==> config.mk <==
export PLATFORM = sky130hd
export DESIGN_NAME = arh_divider
export DESIGN_NICKNAME = d
export VERILOG_FILES = /design/src/design/arh_pkg.sv /design/src/design/arh_divider.sv
export SDC_FILE = /design/constraint.sdc
export NUM_CORES = 1
export LEC_CHECK = 0
export BUFFER_PORTS_ARGS = -buffer_cell sky130_fd_sc_hd__buf_2
export CAP_MARGIN = 30
export CORE_ASPECT_RATIO = 1.1
export CORE_MARGIN = 3
export CORE_UTILIZATION = 39
export CTS_CLUSTER_DIAMETER = 150
export DETAILED_ROUTE_END_ITERATION = 10
export PLACE_DENSITY_LB_ADDON = 0.3
export SYNTH_ARGS = -nofsm -noshare
export SYNTH_HDL_FRONTEND = slang
export SYNTH_SLANG_ARGS = --single-unit
==> constraint.sdc <==
create_clock -name clk -period 6.3 [get_ports clk]
set_input_delay 1.26 -clock clk [delete_from_list [all_inputs] [get_ports clk]]
set_output_delay 1.26 -clock clk [all_outputs]
set_load 0.05 [all_outputs]
==> src/design/arh_pkg.sv <==
package arh_pkg;

  localparam int unsigned CountWidth = 32;
  localparam int unsigned ValueWidth = 32;

  typedef enum logic [2:0] {
    REQ_START   = 3'd0,
    REQ_RANGE   = 3'd1,
    REQ_FINISH  = 3'd2,
    REQ_BIN     = 3'd3,
    REQ_READ    = 3'd4
  } req_e;

  typedef enum logic [1:0] {
    CFG_BINS = 2'd0,
    CFG_LOW  = 2'd1,
    CFG_HIGH = 2'd2
  } cfg_e;

  typedef enum logic [1:0] {
    ST_IDLE,
    ST_DIV,
    ST_MEM,
    ST_DONE
  } state_e;

  typedef struct packed {
    logic [2:0]         req_type;
    logic signed [31:0] value;
    logic [7:0]         bin_index;
  } req_t;

  typedef struct packed {
    logic [31:0]        bin_count;
    logic [31:0]        total_count;
    logic signed [31:0] low_bound;
    logic signed [31:0] high_bound;
    logic               binned;
  } rsp_t;

  localparam logic signed [31:0] OneQ = 32'sd65536;

  // round(mid*k/10) for k of 9 or 11, ties away from zero, saturated to 32 bits;
  // mid*9/10 = mid - mid/10 and mid*11/10 = mid + mid/10, so only a 32-bit
  // divide by ten is needed, done by reciprocal multiplication
  function automatic logic signed [31:0] scale_tenths(input logic signed [31:0] mid,
                                                      input logic [3:0] k);
    logic [31:0] mag;
    logic [31:0] a;
    logic [63:0] prod;
    logic [31:0] t;
    logic [31:0] r;
    logic [32:0] s;
    mag  = mid[31] ? 32'(-mid) : 32'(mid);
    a    = mag + 32'd4;
    prod = {32'd0, a} * 64'h0000_0000_CCCC_CCCD;
    t    = {3'd0, prod[63:35]};
    r    = a - ({t[28:0], 3'b000} + {t[30:0], 1'b0});
    if (k == 4'd11) s = {1'b0, mag} + {1'b0, t} + ((r == 32'd9) ? 33'd1 : 33'd0);
    else            s = {1'b0, mag} - {1'b0, t};
    if (!mid[31]) begin
      if (s > 33'h0_7FFF_FFFF) return 32'sh7FFF_FFFF;
      return $signed(s[31:0]);
    end
    if (s > 33'h0_8000_0000) return 32'sh8000_0000;
    return $signed(32'd0 - s[31:0]);
  endfunction

endpackage

==> src/design/arh_divider.sv <==
module arh_divider
  import arh_pkg::*;
(
  input  logic        clk,
  input  logic        rst,
  input  logic        go,
  input  logic [44:0] num,
  input  logic [32:0] den,
  output logic        done,
  output logic [44:0] quot
);

  logic [5:0]  step;
  logic        running;
  logic [45:0] rem;
  logic [44:0] q;
  logic [45:0] trial;

  assign trial = {rem[44:0], q[44]};
  assign quot  = q;

  always_ff @(posedge clk) begin
    if (rst) begin
      running <= 1'b0;
      done    <= 1'b0;
      step    <= '0;
    end else begin
      done <= 1'b0;
      if (go) begin
        running <= 1'b1;
        step    <= 6'd0;
        rem     <= '0;
        q       <= num;
      end else if (running) begin
        // one quotient bit per cycle, restoring
        if (trial >= {13'd0, den}) begin
          rem <= trial - {13'd0, den};
          q   <= {q[43:0], 1'b1};
        end else begin
          rem <= trial;
          q   <= {q[43:0], 1'b0};
        end
        step <= step + 6'd1;
        if (step == 6'd44) begin
          running <= 1'b0;
          done    <= 1'b1;
        end
      end
    end
  end

endmodule

# Word level (Yosys, flattened, before mapping)
# Cells that the tools add are included.
[totals]
in_bits = 81
regBits = 98
output_inout_bits = 46
wordCells = 24
[classes]
n_addsub = 2
n_eq_ne = 1
bitwise = 2
muxes = 9
magnitude_cmp = 1
n_reduce_logical = 4
[op_table]
columns = ["cell", "count"]
rows = [
  ["45-bit 2-to-1 mux", 4],
  ["46-bit by 33-bit greater-or-equal comparator with 1-bit output", 1],
  ["45-bit by 33-bit subtractor with 45-bit output", 1],
  ["6-bit by 1-bit adder with 6-bit output, second input constant", 1],
  ["6-bit equality test, second input constant", 1],
  ["1-bit 2-to-1 mux", 5],
  ["3-bit OR reduction", 1],
  ["1-bit NOT", 2],
  ["2-bit AND reduction", 1],
  ["2-bit nonzero test", 1],
  ["2-bit OR reduction", 1],
]

# Depth between registers and ports, before layout
# Gate-level depths: netlist of the first run.
[logic_depth]
depth_word = 4
depth_mapped = 16
ltp_nobuf = 13

# Worst setup path after synthesis of the first run
# Ideal clock, no wire load.
[synth_path]
path_kind = "input -> register"
start = "input port go"
end = "register q[0] (netlist: quot[0]), enable pin"
t_required_ns = 5.761
slack_ns = 0.074
stages = 4
setup_time_ns = 0.539
arrival_ns = 5.687
path_buffers = 2
path_cell_list = "clkbuf_1 -> clkbuf_1 -> nor2_1 -> nor2_1"
[synth_via]
elab_chain_len = 2
[synth_rtl]
columns = ["element", "line_no", "rtl"]
rows = [
  ["start, declared", "arh_divider.sv:6", "input logic go,"],
  ["2-bit nonzero test (no line)", "n/a", ""],
  ["2-bit AND reduction (no line)", "n/a", ""],
  ["end signal, assigned", "arh_divider.sv:33", "q <= num;"],
  ["end signal, assigned", "arh_divider.sv:38", "q <= {q[43:0], 1'b1};"],
  ["end signal, assigned", "arh_divider.sv:41", "q <= {q[43:0], 1'b0};"],
  ["end, declared", "arh_divider.sv:16", "logic [44:0] q;"],
]
# No other way between the ends.
# A chain may end at the register's enable or synchronous reset.

# Worst setup path in the final report of the first run
[layout_path]
start = "input port den[0]"
end = "register q[0] (netlist: quot[0]) (data pin)"
[layout_via]
elab_chain_len = 4
[layout_rtl]
columns = ["element", "line_no", "rtl"]
rows = [
  ["start, declared", "arh_divider.sv:8", "input logic [32:0] den,"],
  ["46-bit by 33-bit greater-or-equal comparator with 1-bit output", "arh_divider.sv:36", "if (trial >= {13'd0, den}) begin"],
  ["1-bit 2-to-1 mux", "arh_divider.sv:36", ""],
  ["45-bit 2-to-1 mux", "arh_divider.sv:34", "end else if (running) begin"],
  ["45-bit 2-to-1 mux", "arh_divider.sv:29", "if (go) begin"],
]
# No other way between the ends. The select of a mux whose other input is x is not followed.

==> out/metrics.cfg, run 1 <==
[cts]
cts_sinks=98
cts_buffers=9
cts_tree=done
max-clock-path-buffers=2
post_cts.repair.setup_buffers=0
clk_pin_slew_worst_paths_ps=80
htreeDepth=3
clk_latency_ps=360
cts-resized-gates=0
clock-root-buffer=clkbuf_16
ctsHoldBuffers=0

[layout]
area_delta_synth_final_pct=16.63
antennaDiodeCount=0
finalNetCount=905
layout-drive-gt1-share_pct=26.23

[yosys]
syn_avg_cell_area_um2=9.673
ys_types=50
synth_top_area_share_pct=41.09
synth-seq-area-share_pct=43.52
postSynth.asyncResetShare_pct=0
syn_area_um2=6578
synthTopCellsByArea=edfxtp_1, mux2_2, ha_1
synthCells=680
synth_edf_count=90
yosys_warnings=0
synth.most_common_cell=edfxtp_1
yosysTopAreaCell=edfxtp_1
netlist_top_cells_count=edfxtp_1, nand2_1, a21oi_1
yosys_most_used_dff=edfxtp_1
synth.net_count=797
ys_seq_elements=98

[critical_path]
worst-path-max-fanout=25
timing.rr.end=quot[0]
critPathCaptureType=flop
worstPathRequired_ps=6410
r2r-start=quot[44]
reg2regPathDepth=13
worst_ep_arrival_time_ps=4300
start_kind=input pin
critPathKind=in2reg
r2r_slack_ps=2610

[hold_path]
hold_depth=1
hp-start=step[4]
hold_path_end=done
hp-class=reg2reg

[power]
leakagePower_uw=0.003206
p_total_uw=1913
power.density_nw_per_um2=249.4
ir_worst_vdd_uv=146.5

[drt]
firstDrtPassIters=7
vias=5351
routed_wl_mm=15.71
drc=0
highest_layer=met4
wl_met2_mm=7.338
drtAntennaViolNets=0
drt_iter0_drc=254
met1Wirelength_mm=6.924
wl_per_cell_um=15.76
wl_met3_mm=1.069
vias_per_cell=5.367

[placement]
dp_hpwl_mm=11.48
portBuffers=126
finalWeightedCongestion=0.9004

[timing]
finalClockSkew_ps=7.073
final_max_slew_viol_count=0
post-route-period-util_pct=66.51
min_period_ps=4190
finalSetupViolCount=0
tightestPinTransition_ps=784.3
slew_headroom_pct=47.71
rsz0062_at_grt=no
hold_viol_final=0
clock.fmax_mhz=238.7
tns_ps=0

[global_route]
grt_pass1_vias=5413
antenna_found_initial=0
grt_use_total_pct=17.50
grt_pass1_wl_mm=26.12
grt_max_degree=75
overflow=0

[floorplan]
ios=127
fp-row-count=49
floorplan.initialDensity_pct=40.03
die-area_um2=18460
fp.dieW_um=129.8
fp.dieH_um=142.2
core_area_um2=16430

[status]
status=complete, no violations

[run]
maxCapViolations=0

report_power, final:
group / internal (uW) / total (uW) / switching [uW]
sequential: 777 / 808 / 30.2
clock: 288 / 557 / 270
combinational: 217 / 548 / 332
how the worst max path moves through the flow:
stage / start / to / slack (ps)
floorplan: go / quot[0] / 70
global placement: den[0] / quot[0] / 1820
detailed placement: den[0] / quot[0] / 1750
CTS: den[0] / quot[0] / 2100
global route: den[0] / rem[44] / 1910
finish: den[0] / quot[0] / 2110
placed cells by master (no fill, tap or decap), types with 4 or more instances in the layout:
cell / n
buf_2: 125
edfxtp_1: 90
nand2_1: 77
a21oi_1: 67
nor2_1: 54
mux2_2: 51
inv_1: 43
ha_1: 35
a21o_1: 21
xnor2_1: 19
o21ai_0: 18
a211oi_1: 16
nor2b_1: 15
xor2_1: 14
nand4_1: 13
nor3_1: 12
nand3_1: 12
clkbuf_16: 9
or3_1: 8
dfxtp_1: 8
o21bai_1: 7
nor4_1: 6
and2_1: 5
nand3b_1: 5
or2_2: 4
a211o_1: 4
o21a_1: 4
nand2b_1: 4
or4_1: 4
buf_4: 4
layout make-up:
cell class              count  area (um2)
fillers                  1622        8760
multi-input cells         506        3422
flip-flops and latches     98        2863
repair buffers            130       675.6
well taps                 204       255.2
clock buffers              10       239.0
inverters                  43       161.4
clock inverters             6       55.05
stage by stage:
step	instance area [um2]	utilization, %	cells	hold slack, ps	setup slack [ps]
global route	7671	46.69	997	545.2	1912
floorplan	6578	-	680	449.0	74.04
detailed placement	7377	44.90	981	481.6	1751
CTS	7671	46.69	997	503.0	2105
global placement	7377	44.90	981	477.3	1816
finish	7671	46.69	997	505.2	2110
kinds of logic (layout without fill, tap and decap cells):
family,count (synthesis),in the layout,synth area share (%)
fa+ha+maj,36,36,6.962
simple gates,229,229,16.85
xor+xnor,33,33,4.394
mux,52,52,8.883
flops,98,98,43.52
buf+inv,76,189,4.565
compound gates,156,156,14.82
registers in the layout, summed over array words and instances, names as in the netlist:
| name | cells |
|---|---|
| quot | 45 |
| rem | 45 |
| step | 6 |
| done | 1 |
| running | 1 |
per-layer routing:
metal / up-vias / track usage, %
met1: 2479 / 21.92
li1: 2682 / -
met3: 26 / 5.068
met2: 164 / 28.94
met5: - / 0
met4: 0 / 5.963
critical path, stage by stage:
cell,delay [ps]
buf_2,80
ha_1,160
inv_1,50
fa_1,410
a21oi_1,220
nor2_1,110
o21ai_1,200
o211ai_1,140
o2111a_2,300
o21ai_2,240
nand2_1,440
buf_4,390
mux2_2,280
(Power assumes the default switching activity.)
==> run 2, diff against run 1 <==
Clock period 6.3 ns to 3.65 ns, I/O delays scaled along.
==> run 2 against run 1 <==
Effect of this change: routed wire length is essentially flat; worst hold slack worse by 17 ps; combinational power rose by 86%; non-clock buffer count rose by 44; final cell count increased by 4.4%; clock-buffer cell count stayed put; total power up 75%; sequential share of layout area down 1.6 points; critical path depth is the same; global-route usage is 0.23 points higher; clock power grew 67%; sequential power grew 72%.
==> out/metrics.cfg, run 2 (synthesis results as in run 1) <==
[status]
status=complete, no violations

[floorplan]
ios=127  ; unchanged
fp-row-count=49  ; unchanged
fp.dieW_um=129.8  ; unchanged
floorplan.initialDensity_pct=40.03  ; unchanged
fp.dieH_um=142.2  ; unchanged
core_area_um2=16430  ; unchanged
die-area_um2=18460  ; unchanged

[cts]
cts_tree=done
clock-root-buffer=clkbuf_16
cts_sinks=98  ; unchanged
max-clock-path-buffers=2  ; unchanged
clk_pin_slew_worst_paths_ps=70  ; about the same
ctsHoldBuffers=0  ; unchanged
cts_buffers=9  ; unchanged
htreeDepth=3  ; unchanged
clk_latency_ps=350  ; about the same

[layout]
fin_area_um2=8009  ; +4.4%
layout-drive-gt1-share_pct=30.35  ; +4.1 points
area_delta_synth_final_pct=21.76
final_common_cell=buf_2
multiInputGateArea_um2=3433  ; +0.33%
seqCellArea_um2=2863  ; unchanged
final_cell_mix=buf_2, edfxtp_1, nand2_1
fin_cells=1041  ; +4.4%
finalNetCount=949  ; +4.9%
final.fill_count=1563  ; -3.6%
antennaDiodeCount=0  ; unchanged

[placement]
dp_hpwl_mm=11.58  ; +0.88%
place_inst=1025  ; +4.5%
portBuffers=126  ; unchanged
dpl-instance-area_um2=7720  ; +4.6%
finalWeightedCongestion=0.8837  ; -1.9%

[timing]
final_max_slew_viol_count=0  ; unchanged
clock.fmax_mhz=289.1
post-route-period-util_pct=94.76
rsz0062_at_grt=no
hold_slack_ps=488.2  ; -17.03 ps
min_period_ps=3459
finalClockSkew_ps=5.714  ; -1.359 ps
hold_viol_final=0  ; unchanged
tightestPinTransition_ps=763.3  ; -21.02 ps
slew_headroom_pct=49.11  ; +1.4 points
finalSetupViolCount=0  ; unchanged

[critical_path]
worst_ep_arrival_time_ps=3560  ; -740 ps
worstPathRequired_ps=3750  ; -2660 ps
worst-path-max-fanout=6  ; -76%
critPathCaptureType=flop
critPathKind=in2reg
start_kind=input pin

[power]
p_total_uw=3342  ; +75%
intPower_uw=2249  ; +75%
clkPwrFrac_pct=27.9  ; -1.2 points
ir_worst_vdd_uv=257.1  ; +75%
leakagePower_uw=0.003418  ; +6.6%
p_sw_share_pct=32.71  ; -0.30 points
p_comb_share_pct=30.5  ; +1.8 points
power.density_nw_per_um2=417.3  ; +67%
seq_power_share_pct=41.7  ; -0.5 points
p_switching_uw=1093  ; +73%

[drt]
vias=5460  ; +2.0%
wl_per_cell_um=15.09  ; -4.2%
drt_iter0_drc=307  ; +21%
routed_wl_mm=15.71  ; about the same
drc=0  ; unchanged
drtAntennaViolNets=0  ; unchanged
firstDrtPassIters=7  ; unchanged
vias_per_cell=5.245  ; -2.3%

[global_route]
grt_pass1_wl_mm=26.45  ; +1.3%
top_usage_layer=met2
grt_pass1_vias=5600  ; +3.5%
grt_max_degree=91  ; +21%
grt_use_total_pct=17.72  ; +0.23 points
use_met2_pct=28.51  ; -0.43 points
antenna_found_initial=0  ; unchanged
overflow=0  ; unchanged
gr-usage-met3_pct=3.378  ; -1.7 points
grt_use_met1_pct=23.62  ; +1.7 points

[run]
maxCapViolations=0  ; unchanged

[hold_path]
hp-class=reg2reg

## run 2: cell types whose count changed in the layout (fill, tap and decap cells not counted)
cell,delta
a21oi_1,-3
clkinvlp_4,+1
buf_12,+1
clkbuf_8,-1
clkinv_4,-1
inv_4,+2
inv_6,-2
buf_4,+43
a21oi_2,+3
clkbuf_1,+1
## run 2: layout make-up
class / count / area share [%]
Clock buffer: 10 / 2.859
Clock inverter: 6 / 0.6093
Inverter: 43 / 2.015
Multi-Input combinational cell: 506 / 42.87
Sequential cell: 98 / 35.74
Tap cell: 204 / 3.187
Timing Repair Buffer: 174 / 12.72
## run 2: worst paths after layout
path	from	end	slack [ps]	cells after the start
max	den[1]	rem[37]	190	13
min	step[5]	done	490	2
max reg2reg	quot[44]	rem[32]	230	13
min reg2reg	step[5]	done	490	2
## run 2: through the flow
| stage | util, % | worst slack (ps) | TNS (ps) |
|---|---|---|---|
| floorplan | - | 154.9 | 0 |
| global placement | 46.98 | -191.1 | -574.8 |
| detailed placement | 46.98 | -256.8 | -794.6 |
| CTS | 48.68 | 90.58 | 0 |
| global route | 48.74 | 5.792 | 0 |
| finish | 48.74 | 191.4 | 0 |
## run 2: power by group through the flow
| stage | combinational (uW) | clock [uW] | sequential, uW |
|---|---|---|---|
| finish | 1020 | 932 | 1390 |
| global route | 1130 | 1000 | 1400 |
| CTS | 1020 | 962 | 1390 |
| detailed placement | 1010 | 0 | 1420 |
| global placement | 1010 | 0 | 1420 |
| floorplan | 611 | 0 | 1510 |
## run 2: critical path, stage by stage
cell and delay (ps):
buf_2 70, inv_1 50, buf_4 130, ha_1 290, nor2b_1 180, o211ai_1 120
a211o_1 320, a21oi_2 160, a311oi_1 140, o21a_1 250, o31ai_1 580, or3_1 200
mux2_2 320
## run 2: repair_timing
item / in CTS / in global routing
buffers inserted: 0 / 0
resized for setup: 0 / 3
setup endpoints to repair: 0 / 4
## run 2: metal layers
layer	share of wire (%)	vias to the layer above	wire [um]
met5	0	-	0
met1	46	2534	7305
met4	1.7	0	272
li1	-	2767	-
met3	4.8	21	755
met2	47	138	7378
